<file path="src/rtl/nsp_pkg.sv">
// ----------------------------------------------------------------------------
// nsp_pkg
// Types, codes and constants shared by the node solution predictor.
// ----------------------------------------------------------------------------
`default_nettype none

package nsp_pkg;

  localparam int MAX_GEAR_ORDER_DEF = 6;
  localparam int NUM_HIST  = 7;
  localparam int ACC_W     = 100;
  localparam int OPA_W     = 33;
  localparam int OPB_W     = 34;
  localparam int PROD_W    = OPA_W + OPB_W;
  localparam int OUT_DEPTH = 16;

  localparam logic [1:0] METHOD_TRAP = 2'd0;
  localparam logic [1:0] METHOD_GEAR = 2'd1;

  localparam logic [1:0] ST_OK         = 2'd0;
  localparam logic [1:0] ST_BAD_ORDER  = 2'd1;
  localparam logic [1:0] ST_BAD_METHOD = 2'd2;

  localparam logic [2:0] REG_METHOD     = 3'd0;
  localparam logic [2:0] REG_ORDER      = 3'd1;
  localparam logic [2:0] REG_STEP_NOW   = 3'd2;
  localparam logic [2:0] REG_STEP_PREV  = 3'd3;
  localparam logic [2:0] REG_STEP_PREV2 = 3'd4;

  localparam logic KIND_LOAD    = 1'b0;
  localparam logic KIND_PREDICT = 1'b1;

  localparam logic [2:0] ORDER_RESET = 3'd1;
  localparam logic [2:0] COEF_NONE   = 3'd7;

  typedef logic signed [PROD_W-1:0] prod_t;

  typedef struct packed {
    logic [1:0] status;
    logic       last;
    logic       trap;
  } meta_t;

  typedef struct packed {
    logic                      valid;
    meta_t                     meta;
    logic signed [ACC_W-1:0]   sum;
    prod_t [NUM_HIST-1:0]      prod;
    logic [NUM_HIST-1:0]       shl;
  } stage_t;

  typedef struct packed {
    logic [31:0] prediction;
    logic [1:0]  status;
    logic        last_result;
  } result_t;

  typedef struct packed {
    logic        busy;
    logic [63:0] r;
    logic [63:0] ca2;
    logic [63:0] cb2;
  } coef_t;

endpackage

`default_nettype wire

</file>
<file path="src/rtl/nsp_fifo.sv">
// ----------------------------------------------------------------------------
// nsp_fifo
// Result queue that absorbs the pipeline while the result side stalls.
// ----------------------------------------------------------------------------
`default_nettype none

module nsp_fifo #(
  parameter int DEPTH = nsp_pkg::OUT_DEPTH
) (
  input  wire logic       clk,
  input  wire logic       rst,
  input  wire logic       push,
  input  nsp_pkg::result_t wdata,
  input  wire logic       pop,
  output nsp_pkg::result_t rdata,
  output logic            not_empty
);
  import nsp_pkg::*;

  localparam int PW = $clog2(DEPTH);
  localparam int CW = $clog2(DEPTH + 1);

  result_t        mem [DEPTH];
  logic [PW-1:0]  wr, rd;
  logic [CW-1:0]  count;

  always_ff @(posedge clk) begin
    if (push) begin
      mem[wr] <= wdata;
    end
  end

  always_ff @(posedge clk) begin
    if (rst) begin
      wr    <= '0;
      rd    <= '0;
      count <= '0;
    end else begin
      if (push) begin
        wr <= (wr == PW'(DEPTH - 1)) ? '0 : wr + PW'(1);
      end
      if (pop) begin
        rd <= (rd == PW'(DEPTH - 1)) ? '0 : rd + PW'(1);
      end
      count <= count + CW'(push) - CW'(pop);
    end
  end

  assign rdata     = mem[rd];
  assign not_empty = (count != '0);

  a_no_overflow: assert property (@(posedge clk) disable iff (rst)
    push |-> (count != CW'(DEPTH) || pop))
    else $error("result queue written while full");
  a_no_underflow: assert property (@(posedge clk) disable iff (rst)
    pop |-> count != '0)
    else $error("result queue read while empty");
  a_count_step: assert property (@(posedge clk) disable iff (rst)
    (push && !pop) |=> count == $past(count) + CW'(1))
    else $error("queue fill count lost a beat");

endmodule

`default_nettype wire

</file>
<file path="config.mk">
export PLATFORM = sky130hd
export DESIGN_NAME = nsp_fifo
export DESIGN_NICKNAME = d
export VERILOG_FILES = /design/src/rtl/nsp_pkg.sv /design/src/rtl/nsp_fifo.sv
export SDC_FILE = /design/constraint.sdc
export NUM_CORES = 1
export LEC_CHECK = 0
export BUFFER_PORTS_ARGS = -buffer_cell sky130_fd_sc_hd__buf_2
export CORE_MARGIN = 10
export CORE_UTILIZATION = 41
export DETAILED_ROUTE_END_ITERATION = 12
export GPL_TIMING_DRIVEN = 0
export REMOVE_ABC_BUFFERS = 1
export SLEW_MARGIN = 20
export SYNTH_ARGS = -nofsm -noshare
export SYNTH_HDL_FRONTEND = slang
export SYNTH_SLANG_ARGS = --single-unit
</file>
<file path="constraint.sdc">
create_clock -name clk -period 2.8 [get_ports clk]
set_clock_uncertainty 0.2 [all_clocks]
set_input_delay 0.14 -clock clk [delete_from_list [all_inputs] [get_ports clk]]
set_output_delay 0.14 -clock clk [all_outputs]
set_load 0.03 [all_outputs]
</file>
==> impl_metrics.toml, run 1 <==
[global_routing]
grt_max_degree = 45
overflow = 0
antenna_found_initial = 1
grt_pass1_vias = 11100
grt_pass1_wl_mm = 73.9
track_usage = 0.159

[synthesis]
syn-mean-instance-area_sq_um = 23.0
synth_most_common_cell = "edfxtp_1"
syn_area_sq_mm = 0.0222
async_flop_share = 0
synth_flop_cell = "edfxtp_1"
ys_ff_latch = 577
synth.top_cell.area_share = 0.759
yosysSeqAreaShare = 0.774
synth_top_cell_by_area = "edfxtp_1"
ys_warn_count = 0
synthTopCellsByArea = "edfxtp_1 (76%), mux4_2 (8.4%), mux4_1 (6.8%)"
synth_cells = 962
synth_edf_count = 560
synth.top_cells.by_count = "edfxtp_1 (560), mux4_2 (83), a22oi_1 (70), mux4_1 (57), nand2_1 (42)"
synthDistinctLibCells = 31

[pwr]
power.density_mw_per_mm2 = 691
leakagePower_nw = 8.57
ir_worst_vdd_mv = 0.471
total_power_mw = 18.5

[detailed_routing]
ant_nets = 0
drtIter0Drc = 939
vias = 10500
dr.pass1.iters = 5
wl_per_cell_microns = 26.7
via_per_inst = 5.54
wirelength_mm = 50.3
route.detailed.drc = 0

[clock_network]
clk_path_buf_depth = 3
cts_tree = "built"
cts_sinks = 577
clkTransAtPathRegs_ns = 0.06
cts_buffers = 58
root_buffer = "clkbuf_16"
worst_skew_pair.late_latency_ns = 0.60
cts_max_level = 2

[critical_path]
crit_fanout = 7
worst-setup-path-type = "reg2out"
critPathArrivalTime_ns = 2.51
cp_slowest_cell = "mux4_2"
r2r-end = "count[1]"
max_stage_delay_ns = 0.51
rr_startpoint = "count[0]"
r2r_slack_ns = 0.49
rr_worst_depth = 8
crit_chain = "buf_16 -> buf_16 -> buf_16 -> buf_12 -> mux4_2 -> a22oi_2 -> nand2_2 -> buf_6"
end_kind = "output pin"
required_ns = 2.46
setup.worst_path.start_class = "flip-flop"
crit_top_cell = "buf_16"

[floorplan]
dieArea_sq_mm = 0.0638
core_sq_mm = 0.0537
fp.dieH_microns = 253
placementRows = 85
initial_core_util = 0.413
ios = 75
die_w_microns = 253

[sta]
worst_slack_ns = -0.0490
rsz0062_at_grt = "yes"
slew_viol_final = 0
period_share = 1.02
max_freq_ghz = 0.351
min_period_ns = 2.85
tightest_slew_ns = 0.840
setup_viol = 11
finalHoldViolCount = 0
timing.slew.headroom = 0.440
hold_slack_ns = 0.231

[hold_path]
worstHoldEndpoint = "wr[2]"
hold_path_startpoint = "rst"
min_path_type = "in2reg"
hold_depth = 3

[status]
violations = "setup timing"
status = "complete, but fails checks"

[layout]
layout-drive-gt1-share = 0.336
antenna_cells = 0
area_growth_pct = 20.8
final_cell_count_no_fill = 1885
nets = 1194
fillers = 4228

[placed_design]
dp_cells = 1704
place.port_buffers = 74
gp_congestion = 0.686
dpl.hpwl_mm = 24.4

[flow_run]
maxCapViolCount = 0
-- sequential cells by signal, summed over array words and instances (netlist names), named ones only --
register	flops
mem	560
count	5
rd	4
wr	4
-- layer usage --
metal  GRT usage  routed length [microns]  share of wire  vias to the layer above
li1            -                        -              -                     4477
met1       0.222                    22000           0.44                     5576
met2       0.251                    24200           0.48                      328
met3      0.0349                     3400          0.068                       67
met4      0.0344                      743          0.015                        2
met5           0                        7        0.00014                        -
-- layout by cell type (no fill, tap or decap), types with 5 or more instances in the layout --
cell type and count:
mux4_1 33, nand2_2 14, clkbuf_1 12, inv_1 10
nand2_1 28, dfxtp_1 15, clkinv_2 10, nand3_1 5
edfxtp_1 560, buf_16 20, nor2_1 10, a22oi_2 47
clkbuf_16 62, a22oi_1 23, buf_2 48, and2_4 17
buf_4 8, a21oi_1 6, ha_1 11, buf_12 19
clkinv_1 17, dlygate4sd3_1 39, mux4_2 107, buf_6 28
-- cell type report --
class | instances | area, sq um | share of cell area
clock buffer | 71 | 1520 | 0.0568
clock inverter | 35 | 246 | 0.00921
inverter | 10 | 37.5 | 0.00140
multi-input combinational | 326 | 4830 | 0.180
sequential | 577 | 17200 | 0.641
tap | 696 | 871 | 0.0325
timing repair buffer | 170 | 2100 | 0.0783
-- timing repair --
| action | in CTS | in global routing |
|---|---|---|
| gates resized for setup | 113 | 46 |
| hold endpoints to repair | 577 | 0 |
| endpoints found under the setup margin | 35 | 34 |
| hold buffers | 39 | 0 |
| pin swaps | 35 | 14 |
| setup buffers | 16 | 6 |
| cloned | 11 | 3 |
-- logic make-up (layout without fill, tap and decap cells) --
logic type	Yosys count	after routing	synth area share
flip-flops	577	577	0.774
multiplexers	144	144	0.154
AND/OR/NAND/NOR	86	86	0.0182
AO/OA/AOI/OAI	80	80	0.0262
buffers and inverters	59	286	0.0190
adder cells (fa/ha/maj)	12	12	0.00711
XOR/XNOR	4	4	0.00158
-- where the power goes --
| group | internal (mW) | switching [mW] |
|---|---|---|
| sequential | 9.59 | 0.0443 |
| combinational | 0.761 | 0.831 |
| clock | 4.12 | 3.17 |
| total | 14.5 | 4.04 |
-- worst max-delay path: cells and delay by family (launching register included) --
kind / cells / cell delay (ns)
buffers and inverters: 5 / 0.70
multiplexers: 1 / 0.51
flip-flops: 1 / 0.38
AO/OA/AOI/OAI: 1 / 0.19
AND/OR/NAND/NOR: 1 / 0.11
-- stage by stage --
step	instance area, sq um	setup TNS [ns]	setup WS [ns]	utilization
after floorplan	21800	-135.97	-3.90	-
after global routing	26800	-2.89	-0.135	0.498
after CTS	26500	-1.43	-0.0803	0.494
after global placement	23000	-517.13	-7.14	0.429
final	26800	-0.239	-0.0490	0.498
after detailed placement	23600	-1.02	-0.176	0.439
-- worst max-delay path by stage --
stage / slack, ns / start / cells after the start / endpoint
after floorplan: -3.90 / flip-flop / 3 / rdata[0]
after global placement: -7.14 / flip-flop / 4 / rdata[31]
after detailed placement: -0.18 / flip-flop / 7 / rdata[25]
after CTS: -0.08 / flip-flop / 6 / rdata[12]
after global routing: -0.14 / flip-flop / 7 / rdata[24]
final: -0.05 / flip-flop / 8 / rdata[29]
Note: power is estimated with default switching activity, not from simulation.
==> run 2: changes to the inputs <==
--- a/config.mk
+++ b/config.mk
@@ -10,6 +10,7 @@
 export CORE_UTILIZATION = 41
 export DETAILED_ROUTE_END_ITERATION = 12
 export GPL_TIMING_DRIVEN = 0
+export MAX_ROUTING_LAYER = met4
 export REMOVE_ABC_BUFFERS = 1
 export SLEW_MARGIN = 20
 export SYNTH_ARGS = -nofsm -noshare
==> run 2 against run 1 <==
Against the previous run: the flow still finishes with violations (setup timing); via count increased by 0.14%; final area hardly changed; sequential power barely moved; non-clock buffer count is the same; critical path type unchanged; largest power group unchanged.
==> impl_metrics.toml, run 2 (synthesized netlist as in run 1, its figures left out) <==
[layout]
utilization = 0.498
final_common_cell = "edfxtp_1"
area_growth_pct = 20.8
nets = 1194
largest_reg_flops = 560
reg_top3 = "mem (560), count (5)"
largest_register = "mem"
fillers = 4233
final_area_sq_mm = 0.0268
mostFrequentLayoutCells = "edfxtp_1 (560), mux4_2 (109), clkbuf_16 (62), buf_2 (48), a22oi_2 (47)"
layout-drive-gt1-share = 0.338

[sta]
finalHoldViolCount = 0
setup_viol = 9
slew_viol_final = 0
min_period_ns = 2.88
worst_slack_ns = -0.0768
hold_slack_ns = 0.231
rsz0062_at_grt = "yes"
period_share = 1.03
timing.slew.headroom = 0.442
max_freq_ghz = 0.348
tightest_slew_ns = 0.837

[clock_network]
root_buffer = "clkbuf_16"
clk_path_buf_depth = 3
cts_tree = "built"
cts_max_level = 2
clkTransAtPathRegs_ns = 0.06
cts_buffers = 58
cts_sinks = 577
worst_skew_pair.late_latency_ns = 0.60

[placed_design]
place_area_sq_mm = 0.0236
place.port_buffers = 74
dpl.hpwl_mm = 24.4
gp_congestion = 0.693

[critical_path]
setup.worst_path.start_class = "flip-flop"
end_kind = "output pin"
required_ns = 2.46
worst-setup-path-type = "reg2out"
path_buf_inv = 5
crit_fanout = 7
crit_top_cell = "buf_16"
critPathArrivalTime_ns = 2.54
r2r_slack_ns = 0.49
cp_slowest_cell = "mux4_2"
crit_family = "buffers and inverters"
max_stage_delay_ns = 0.51
crit_chain = "buf_16 -> buf_16 -> buf_16 -> buf_12 -> mux4_2 -> a22oi_2 -> nand2_2 -> buf_6"

[status]
status = "complete, but fails checks"
violations = "setup timing"

[hold_path]
min_path_type = "in2reg"

[detailed_routing]
vias = 10500
wl_per_cell_microns = 26.7
drtIter0Drc = 1086
dr.pass1.iters = 5
route.detailed.drc = 0
wirelength_mm = 50.4
via_per_inst = 5.55
ant_nets = 0

[floorplan]
fp.dieH_microns = 253
die_w_microns = 253
initial_core_util = 0.413
dieArea_sq_mm = 0.0638
core_sq_mm = 0.0537
placementRows = 85
ios = 75

[pwr]
ir_worst_vdd_mv = 0.470
leakagePower_nw = 8.56
power.density_mw_per_mm2 = 691

[global_routing]
overflow = 0
grt_pass1_vias = 11100
grt_pass1_wl_mm = 73.9
track_usage = 0.163
grt_max_degree = 45
antenna_found_initial = 1

[flow_run]
maxCapViolCount = 0
run 2: worst min-delay path: cells and delay by family:
family	cells	cell delay, ns
AND/OR/NAND/NOR	1	0.11
buffers and inverters	2	0.74
run 2: through the flow:
| stage | power, mW | setup WS (ns) | instances | setup TNS (ns) |
|---|---|---|---|---|
| after floorplan | 10.7 | -3.90 | 913 | -135.97 |
| after global placement | 11.1 | -7.14 | 1683 | -517.13 |
| after detailed placement | 11.1 | -0.176 | 1704 | -1.02 |
| after CTS | 18.6 | -0.0803 | 1876 | -1.43 |
| after global routing | 19.1 | -0.135 | 1886 | -2.83 |
| final | 18.5 | -0.0768 | 1886 | -0.267 |
run 2: area by class of cell:
cell class | count | area, sq um | area share
sequential | 577 | 17200 | 0.641
multi-input combinational | 326 | 4820 | 0.180
timing repair buffer | 170 | 2100 | 0.0785
clock buffer | 71 | 1520 | 0.0568
tap | 696 | 871 | 0.0325
clock inverter | 35 | 246 | 0.00921
inverter | 10 | 37.5 | 0.00140
antenna | 1 | 2.50 | 0.0000935
run 2: metal layers:
layer	track usage	wire length (microns)
met1	0.222	22200
met2	0.252	24300
met3	0.0336	3130
met4	0.0344	688
met5	-	0
run 2: what timing repair did:
| action | CTS | global route |
|---|---|---|
| hold buffers | 39 | 0 |
| gates resized for setup | 113 | 49 |
| pin swaps | 35 | 17 |
| gates cloned | 11 | 3 |
| setup endpoints to repair | 35 | 34 |
| buffers inserted | 16 | 6 |
| endpoints found under the hold margin | 577 | 0 |
run 2: power by group:
group / internal [mW] / total [mW] / switching, mW
Sequential: 9.59 / 9.63 / 0.0444
Clock: 4.12 / 7.27 / 3.16
Combinational: 0.763 / 1.59 / 0.830
Total: 14.5 / 18.5 / 4.03
run 2: path summary, 6_finish.rpt:
check,startpoint,end,depth (start not counted)
setup / recovery,flip-flop,rdata[29],8
hold / removal,rst,wr[2],3
setup reg to reg,count[0],count[1],8
hold reg to reg,rd[3],rd[3],2
