File: src/rtl/nsp_pkg.sv
// ----------------------------------------------------------------------------
// nsp_pkg
// Types, codes and constants shared by the node solution predictor.
// ----------------------------------------------------------------------------
`default_nettype none

package nsp_pkg;

  localparam int MAX_GEAR_ORDER_DEF = 6;
  localparam int NUM_HIST  = 7;
  localparam int ACC_W     = 100;
  localparam int OPA_W     = 33;
  localparam int OPB_W     = 34;
  localparam int PROD_W    = OPA_W + OPB_W;
  localparam int OUT_DEPTH = 16;

  localparam logic [1:0] METHOD_TRAP = 2'd0;
  localparam logic [1:0] METHOD_GEAR = 2'd1;

  localparam logic [1:0] ST_OK         = 2'd0;
  localparam logic [1:0] ST_BAD_ORDER  = 2'd1;
  localparam logic [1:0] ST_BAD_METHOD = 2'd2;

  localparam logic [2:0] REG_METHOD     = 3'd0;
  localparam logic [2:0] REG_ORDER      = 3'd1;
  localparam logic [2:0] REG_STEP_NOW   = 3'd2;
  localparam logic [2:0] REG_STEP_PREV  = 3'd3;
  localparam logic [2:0] REG_STEP_PREV2 = 3'd4;

  localparam logic KIND_LOAD    = 1'b0;
  localparam logic KIND_PREDICT = 1'b1;

  localparam logic [2:0] ORDER_RESET = 3'd1;
  localparam logic [2:0] COEF_NONE   = 3'd7;

  typedef logic signed [PROD_W-1:0] prod_t;

  typedef struct packed {
    logic [1:0] status;
    logic       last;
    logic       trap;
  } meta_t;

  typedef struct packed {
    logic                      valid;
    meta_t                     meta;
    logic signed [ACC_W-1:0]   sum;
    prod_t [NUM_HIST-1:0]      prod;
    logic [NUM_HIST-1:0]       shl;
  } stage_t;

  typedef struct packed {
    logic [31:0] prediction;
    logic [1:0]  status;
    logic        last_result;
  } result_t;

  typedef struct packed {
    logic        busy;
    logic [63:0] r;
    logic [63:0] ca2;
    logic [63:0] cb2;
  } coef_t;

endpackage

`default_nettype wire

File: src/rtl/nsp_cell.sv
// ----------------------------------------------------------------------------
// nsp_cell
// One link of the accumulation chain: adds the front product lane to the sum.
// ----------------------------------------------------------------------------
`default_nettype none

module nsp_cell (
  input  wire logic     clk,
  input  wire logic     rst,
  input  nsp_pkg::stage_t din,
  output nsp_pkg::stage_t dout
);
  import nsp_pkg::*;

  logic signed [ACC_W-1:0] term;

  always_comb begin
    term = ACC_W'(din.prod[0]);
    if (din.shl[0]) begin
      term = term <<< 32;
    end
  end

  always_ff @(posedge clk) begin
    if (rst) begin
      dout.valid <= 1'b0;
    end else begin
      dout.valid <= din.valid;
    end
    dout.meta <= din.meta;
    dout.sum  <= din.sum + term;
    dout.prod <= {prod_t'(0), din.prod[NUM_HIST-1:1]};
    dout.shl  <= {1'b0, din.shl[NUM_HIST-1:1]};
  end

endmodule

`default_nettype wire

File: config.mk
export PLATFORM = sky130hd
export DESIGN_NAME = nsp_cell
export DESIGN_NICKNAME = d
export VERILOG_FILES = /design/src/rtl/nsp_pkg.sv /design/src/rtl/nsp_cell.sv
export SDC_FILE = /design/constraint.sdc
export NUM_CORES = 1
export LEC_CHECK = 0
export BUFFER_PORTS_ARGS = -buffer_cell sky130_fd_sc_hd__buf_2
export CORE_AREA = 2 2 451 453
export DETAILED_ROUTE_END_ITERATION = 10
export DIE_AREA = 0 0 453 455
export PLACE_DENSITY = 0.3
export SLEW_MARGIN = 20
export SYNTH_ARGS = -nofsm -noshare
export SYNTH_HDL_FRONTEND = slang
export SYNTH_SLANG_ARGS = --single-unit
File: constraint.sdc
create_clock -name clk -period 4 [get_ports clk]
set_input_delay 0.2 -clock clk [delete_from_list [all_inputs] [get_ports clk]]
set_output_delay 0.2 -clock clk [all_outputs]
set_load 0.02 [all_outputs]
==> results.toml, run 1 <==
[floorplan]
dieArea_sq_mm = 0.206
die_w_um = 453
core_area_sq_mm = 0.201
rows = 165
chipHeight_um = 455
num_io_pins = 1164
initial_core_util = 0.0898

[setup_path]
crit_start = "din[481]"
required_ns = 4.57
arrival_ns = 4.37
path_class = "primary input to flip-flop"
crit_buf_inv = 5
crit_fanout = 4
crit_chain = "dlygate4sd3_1 > buf_2 > ha_1 > a2111oi_1 > a211oi_1 > a221oi_2 > buf_4 > buf_4 > o211ai_2 > a31oi_4 > o211ai_4 > nand2_1 > a311o_1 > o31a_1 > xnor2_1 > dlygate4sd3_1"
cp-end-kind = "flip-flop"
critPathMaxStageDelay_ns = 0.55
crit_family = "compound AO/OA/AOI/OAI gates"
slowest_stage = "dlygate4sd3_1"
start_kind = "primary input"

[sta]
tightest_slew_ns = 0.609
fin_ws_ns = 0.203
finalSetupViolCount = 0
post-route-period-util = 0.949
finalHoldViolCount = 0
drv_slew = 0
relSlewSlack = 0.592
layout_min_cycle_time_ns = 3.80
fin_tns_setup_ns = 0
max_freq_mhz = 263
rsz0062_at_grt = "false"

[cts]
tritoncts = "built"
cts-htree-levels = 3
cts_setup_buffers = 0
cts_root_buf = "clkbuf_16"
clk_pin_slew_ns = 0.06
cts.sink_count = 513
numCtsBuffers = 74
clockBufferDepth = 3

[detailed_routing]
drt-vias-per-instance = 3.24
drt_iter0_markers = 1064
ant_nets = 0
wire_per_inst_um = 27.0
dr_total_vias = 20400
drc = 0
dr.pass1.iters = 4
wirelength_mm = 170

[pwr]
peakVddDrop_uv = 265
powerDensity_mw_per_mm2 = 483
leakage_nw = 16.3

[global_route]
grt_pass1_wl_mm = 210
grt_pass1_vias = 20800
grt_usage = 0.157
grt_overflow = 0
grt_max_degree = 28
antenna_found_initial = 175

[job]
cap_violations = 0

[finish]
top_register = "dout"
largest_reg_flops = 513
syn_to_final_growth_pct = 96.5
mostFrequentLayoutCells = "buf_2 (1094), dfxtp_1 (513), dlygate4sd3_1 (472)"
largestRegisters = "dout (513)"
final_cell_area_sq_mm = 0.0355
final_net_count = 4183
fillers = 22800
final_core_util = 0.176
layout-drive-gt1-share = 0.418
final_common_cell = "buf_2"

[synthesis]
ys_types = 69
synthCells = 1703
ys_warn_count = 0
synth-edff-count = 0
ys_seq_area_frac = 0.568
async_reset_ff_frac = 0
netlist_area_sq_mm = 0.0181
avgSynthCellArea_sq_um = 10.6
synthFlopType = "dfxtp_1"
ys_seq_elements = 513

[placed_design]
hpwl_mm = 150
place_ws_ns = -0.612
dpl_cell_area_sq_mm = 0.0280
gp_congestion = 0.866
portBuffers = 1095

[hold_path]
min-delay-start = "din[498]"
hold_path_class = "primary input to flip-flop"

[status]
outcome = "finished clean"
-- cell families (layout without fill, tap and decap cells) --
kind of cell | after synthesis | count (layout) | share of synthesized area
compound gates | 383 | 383 | 0.138
xor+xnor | 95 | 95 | 0.0460
fa+ha+maj | 100 | 100 | 0.0697
buf+inv | 146 | 1933 | 0.0448
flops | 513 | 513 | 0.568
mux | 37 | 37 | 0.0229
other cells | 1 | 114 | 0.000208
simple gates | 428 | 428 | 0.111
-- stage by stage --
step	instances	hold WS, ns	power, mW
after floorplan	1770	0.228	7.64
after global placement	5624	0.303	9.84
after detailed placement	5624	0.304	9.81
after CTS	6229	0.000871	17.6
after global routing	6255	0.0551	17.9
final	6275	0.0695	17.2
-- metal layers --
layer | global-route usage | wire length (um) | vias up
met4 | 0.0629 | 7790 | 84
li1 | - | - | 9454
met5 | 0 | 503 | -
met2 | 0.314 | 93800 | 972
met1 | 0.145 | 55200 | 9475
met3 | 0.0493 | 12400 | 375
-- final timing paths --
path / to / slack, ns / cells after the start
worst min-delay path: dout[498]$_DFF_P_ / 0.07 / 4
worst max-delay path: dout[574]$_DFF_P_ / 0.20 / 16
-- power breakdown --
part           internal, mW  switching [mW]  leakage [nW]
Combinational          1.62            2.69          10.8
Sequential             5.60           0.163          4.33
Clock                  4.27            2.82          1.25
-- synth_stat cells (8+ instances only) --
cell | number | area share
a221oi_1 | 8 | 0.0039
nand4_1 | 34 | 0.012
xnor2_1 | 60 | 0.029
and3_1 | 9 | 0.0031
nor3_1 | 25 | 0.0069
a21oi_1 | 133 | 0.037
inv_1 | 24 | 0.0050
nor4_1 | 9 | 0.0031
nor2_1 | 76 | 0.016
ha_1 | 99 | 0.069
nand2_1 | 178 | 0.037
mux2_2 | 34 | 0.021
nand3_1 | 27 | 0.0075
a21o_1 | 63 | 0.026
o21ai_0 | 72 | 0.020
dfxtp_1 | 513 | 0.57
o21bai_1 | 21 | 0.0087
clkbuf_1 | 44 | 0.0091
o31ai_1 | 8 | 0.0033
buf_4 | 68 | 0.028
nor2b_1 | 43 | 0.015
xor2_1 | 35 | 0.017
-- worst min-delay path: stages --
cell,delay [ns]
buf_2,0.10
ha_1,0.16
buf_4,0.14
xor2_1,0.09
-- cell type report --
cell class | count | area [sq um] | share of cell area
Sequential cell | 513 | 10300 | 0.289
Clock buffer | 98 | 2160 | 0.0607
Clock inverter | 35 | 449 | 0.0126
Multi-Input combinational cell | 1111 | 7260 | 0.204
Tap cell | 2672 | 3340 | 0.0941
Antenna cell | 46 | 115 | 0.00324
Timing Repair Buffer | 1776 | 11800 | 0.333
Inverter | 24 | 90.1 | 0.00254
-- repair_timing --
item | 4_1_cts | 5_1_grt
endpoints found under the setup margin | 0 | 6
hold buffers | 472 | 0
resized for setup | 0 | 4
hold endpoints to repair | 465 | 0
(Power assumes the default switching activity.)
==> inputs of run 2 (changes only) <==
Settings changed: ABC_AREA set to 1, CAP_MARGIN set to 20, CORE_AREA 2 2 451 453 to 2 2 459 461, DIE_AREA 0 0 453 455 to 0 0 461 463.
==> run 2 against run 1 <==
  * Cell count rose by 20%
  * Worst setup slack improved by 0.67 ns
  * Sequential cell count did not move
  * Count of clock-buffer cells in the layout rose by 6
  * Hold slack got worse by 0.0028 ns
  * Via count rose by 24%
  * Combinational power rose by 6.0%
  * Synthesized cell count rose by 72%
  * Critical path type unchanged
  * Clock power rose by 4.4%
  * First-iteration DRC count rose by 22%
  * Critical endpoint is now dout[525]$_DFF_P_
==> results.toml, run 2 <==
[sta]
fin_tns_setup_ns = 0
drv_slew = 0
fin_ws_ns = 0.873
finalHoldViolCount = 0
tightest_slew_ns = 0.710
finalSetupViolCount = 0
max_freq_mhz = 320
post-route-period-util = 0.782
relSlewSlack = 0.523
rsz0062_at_grt = "false"
layout_min_cycle_time_ns = 3.13

[pwr]
pwr-share-seq = 0.327
pwr-share-comb = 0.257
internal_power_mw = 11.4
p_sw_mw = 6.34
switching_share = 0.357
leakage_nw = 19.6
total_power_mw = 17.8
peakVddDrop_uv = 323
powerDensity_mw_per_mm2 = 468
clkPwrFrac = 0.416

[setup_path]
required_ns = 4.65
crit_fanout = 36
cp-end-kind = "flip-flop"
slowest_stage = "nor3_1"
crit_buf_inv = 7
crit_start = "din[0]"
crit_family = "simple AND/OR/NAND/NOR gates"
arrival_ns = 3.78
worst_path_most_repeated_cell = "buf_4"
path_class = "primary input to flip-flop"
critPathMaxStageDelay_ns = 0.58
start_kind = "primary input"
crit_chain = "buf_2 > clkinv_1 > buf_4 > buf_4 > o21ai_0 > ha_1 > buf_4 > nand2_2 > nor2_2 > inv_1 > nor2_1 > nand2_1 > nor3_1 > a21oi_1 > xnor2_1 > buf_4"

[placed_design]
hpwl_mm = 205
dp.cells = 6869
gp_congestion = 0.929
portBuffers = 1095
place_ws_ns = 0.183

[cts]
numCtsBuffers = 75
cts_setup_buffers = 0
cts-htree-levels = 3
clockBufferDepth = 3
tritoncts = "built"
holdBufCountCts = 438
cts.sink_count = 513
clk_pin_slew_ns = 0.06
cts_root_buf = "clkbuf_16"
cts_resized = 0

[finish]
fin_cells = 7531
layout-drive-gt1-share = 0.288
top_register = "dout"
fillers = 24000
final_common_cell = "buf_2"
largestRegisters = "dout (513)"
largest_reg_flops = 513
final_core_util = 0.182
mostFrequentLayoutCells = "buf_2 (1095), nand2_1 (971), inv_1 (550)"
syn_to_final_growth_pct = 76.2
final_net_count = 5262

[status]
outcome = "finished clean"

[global_route]
grt_usage = 0.207
grt_pass1_wl_mm = 282
grt_pass1_vias = 26200
grt_overflow = 0
grt_max_degree = 97
antenna_found_initial = 146

[synthesis]
synth_commonest_cells = "nand2_1 (971), inv_1 (550), dfxtp_1 (513)"
ys_types = 35
synth-edff-count = 0
netlist_area_sq_mm = 0.0216
ys_seq_area_frac = 0.477
yosysMostFrequentCell = "nand2_1"
ys_seq_elements = 513
ys_top_cells_by_area = "dfxtp_1 (48%), nand2_1 (17%), inv_1 (9.6%)"
synth.largest_area_cell = "dfxtp_1"
synthFlopType = "dfxtp_1"
ys_warn_count = 0
avgSynthCellArea_sq_um = 7.37
synth_top_area_share = 0.477
synthCells = 2925
async_reset_ff_frac = 0

[floorplan]
initial_core_util = 0.103
die_w_um = 461
num_io_pins = 1164
chipHeight_um = 463
dieArea_sq_mm = 0.213
rows = 168
core_area_sq_mm = 0.209

[job]
cap_violations = 0

[detailed_routing]
wire_per_inst_um = 30.4
drt-vias-per-instance = 3.36
dr.pass1.iters = 7
dr_total_vias = 25300
ant_nets = 0
wirelength_mm = 229
drt_iter0_markers = 1300
drc = 0

[hold_path]
hold_path_class = "primary input to flip-flop"
min-delay-start = "din[500]"
==> run 2: cell count changes after synthesis, sizes merged, moves of 53 or more <==
cell / previous run / this run
nand2: 178 / 982
nor2: 77 / 259
a21o: 63 / 1
nand3: 27 / 95
inv: 24 / 554
xnor2: 60 / 7
==> run 2: final cells by class <==
| cell class | instances | area (sq um) | share of cell area |
|---|---|---|---|
| repair buffers | 1595 | 10300 | 0.272 |
| flip-flops and latches | 513 | 10300 | 0.270 |
| multi-input cells | 1839 | 8880 | 0.234 |
| well taps | 2805 | 3510 | 0.0924 |
| clock buffers | 104 | 2160 | 0.0568 |
| inverters | 555 | 2080 | 0.0549 |
| clock inverters | 32 | 520 | 0.0137 |
| diodes | 88 | 220 | 0.00580 |
==> run 2: worst paths after layout <==
| path | end | cells after the start |
|---|---|---|
| worst max-delay path | dout[525]$_DFF_P_ | 16 |
| worst min-delay path | dout[500]$_DFF_P_ | 3 |
==> run 2: logic make-up after synthesis <==
family,count (synthesis),share of synthesized area
and+or+nand+nor,1401,0.265
buffers and inverters,640,0.123
DFF,513,0.477
AOI/OAI and AO/OA,206,0.0507
adders and majority gates,100,0.0584
xor gates and xnor gates,64,0.0260
other,1,0.000174
==> run 2: routing by layer <==
metal / global-route usage / vias to the layer above / wire length, um / share of wire
li1: - / 12100 / - / -
met1: 0.226 / 11800 / 87200 / 0.38
met2: 0.386 / 1047 / 118000 / 0.52
met3: 0.0428 / 311 / 13000 / 0.057
met4: 0.0815 / 22 / 10400 / 0.045
met5: 0 / - / 142 / 0.00062
==> run 2: power by group through the flow <==
stage | registers (mW) | logic, mW | clock network [mW]
final | 5.80 | 4.57 | 7.40
after floorplan | 6.40 | 1.31 | 0
after global routing | 5.85 | 4.88 | 7.89
after CTS | 5.82 | 4.71 | 7.73
after detailed placement | 5.91 | 4.25 | 0
after global placement | 5.92 | 4.29 | 0
==> run 2: per-stage QoR <==
step / area [sq um] / hold slack [ns]
2_1_floorplan: 21800 / 0.228
3_3_place_gp: 30700 / 0.303
3_5_place_dp: 30700 / 0.304
4_1_cts: 37800 / 0.0139
5_1_grt: 37900 / 0.0654
6_report: 38000 / 0.0666
==> run 2: worst min-delay path, cell delays in order <==
cell and delay (ns):
buf_2 0.10, ha_1 0.32, xor2_1 0.11
==> inputs of run 3 (changes only) <==
Clock period 4 ns to 3.1 ns, I/O delays scaled along.
==> run 3 against run 2 <==
  * Sequential power is 29% higher
  * Sequential share of layout area shrank 1.0 points
  * Combinational power grew 36%
  * Clock power is 34% higher
  * First-iteration DRC count is 3.9% higher
  * Utilization is 0.70 points higher
  * Wire length down 0.34%
==> results.toml, run 3 (same netlist as run 2, synthesis figures left out) <==
[detailed_routing]
drc = 0
drt-vias-per-instance = 3.33
ant_nets = 0
wire_per_inst_um = 29.6
dr_total_vias = 25600
dr.pass1.iters = 8
wirelength_mm = 228
drt_iter0_markers = 1351

[floorplan]
die_w_um = 461
num_io_pins = 1164
dieArea_sq_mm = 0.213
chipHeight_um = 463
initial_core_util = 0.103
rows = 168
core_area_sq_mm = 0.209

[global_route]
antenna_found_initial = 152
grt_overflow = 0
grt_use_met2 = 0.392
grt.met3_usage = 0.0367
grt_max_degree = 55
busiest_layer = "met2"
use_met1 = 0.229
grt_pass1_wl_mm = 281
grt_usage = 0.206
grt_pass1_vias = 26300

[finish]
final_net_count = 5443
syn_to_final_growth_pct = 83.0
largestRegisters = "dout (513)"
top_register = "dout"
final_core_util = 0.189
mostFrequentLayoutCells = "buf_2 (1095), nand2_1 (971), inv_1 (550)"
final_common_cell = "buf_2"
largest_reg_flops = 513
layout-drive-gt1-share = 0.315

[sta]
tightest_slew_ns = 0.703
finalSetupViolCount = 0
drv_slew = 0
finalHoldViolCount = 0
layout_min_cycle_time_ns = 2.86
relSlewSlack = 0.530
max_freq_mhz = 349
fin_ws_ns = 0.237
post-route-period-util = 0.924
rsz0062_at_grt = "false"

[pwr]
leakage_nw = 20.5
powerDensity_mw_per_mm2 = 600
peakVddDrop_uv = 418

[cts]
cts.sink_count = 513
numCtsBuffers = 79
tritoncts = "built"
cts_resized = 0
cts-htree-levels = 3
cts_root_buf = "clkbuf_16"
clockBufferDepth = 3
clk_pin_slew_ns = 0.05

[setup_path]
arrival_ns = 3.50
required_ns = 3.74
cp-end-kind = "flip-flop"
crit_fanout = 36
path_class = "primary input to flip-flop"
start_kind = "primary input"

[job]
cap_violations = 0

[placed_design]
place_ws_ns = -0.464
hpwl_mm = 206
portBuffers = 1095
gp_congestion = 0.917

[status]
outcome = "finished clean"

[hold_path]
min_path_cells = 3
hold_path_class = "primary input to flip-flop"
## run 3: changes by cell type in the layout (fill, tap and decap cells not counted), moves of 4 or more
| cell | delta |
|---|---|
| buf_4 | +175 |
| clkbuf_16 | +4 |
| clkinv_2 | +4 |
| clkbuf_8 | -6 |
| diode_2 | -11 |
## run 3: per-layer routing
metal | wire length (um) | up-vias
li1 | - | 12400
met1 | 88700 | 12000
met2 | 120000 | 946
met3 | 11600 | 275
met4 | 7650 | 18
met5 | 128 | -
## run 3: final timing paths
check | from | endpoint | slack, ns
max | din[0] | dout[525]$_DFF_P_ | 0.24
min | din[485] | dout[485]$_DFF_P_ | 0.05
## run 3: layout make-up
class                   count  area [sq um]
clock buffers             104          2180
diodes                     77           193
clock inverters            41           634
fillers                 23900        169000
inverters                 555          2080
multi-input cells        1839          8880
repair buffers           1772         11700
well taps                2805          3510
flip-flops and latches    513         10300
## run 3: what timing repair did
item / CTS / global route
hold buffers: 439 / 0
endpoints found under the hold margin: 434 / 0
buffers inserted: 0 / 0
## run 3: critical path: stages
cell      delay, ns
buf_2          0.13
clkinv_1       0.11
buf_12         0.14
buf_4          0.24
nand2_1        0.15
o21ai_0        0.10
ha_1           0.40
nand2_2        0.11
nor2_2         0.16
inv_1          0.05
nor2_1         0.16
nand2_1        0.15
nor3_1         0.47
buf_4          0.20
a21oi_1        0.10
xnor2_1        0.45
buf_4          0.19
## run 3: power breakdown
part	switching (mW)	total [mW]	internal (mW)
clock network	3.93	9.95	6.01
registers	0.290	7.49	7.20
logic	4.14	6.21	2.06
total	8.37	23.6	15.3
## run 3: stage by stage
| step | power (mW) | instance area, sq um | std cells | TNS, ns | hold WS [ns] |
|---|---|---|---|---|---|
| after global routing | 24.7 | 39300 | 7672 | 0 | 0.0536 |
| final | 23.6 | 39400 | 7706 | 0 | 0.0544 |
| after floorplan | 9.95 | 21800 | 2992 | 0 | 0.183 |
| after global placement | 13.5 | 32000 | 7045 | -5.31 | 0.258 |
| after detailed placement | 13.4 | 32000 | 7045 | -3.74 | 0.259 |
| after CTS | 24.3 | 39200 | 7629 | 0 | 0.000141 |
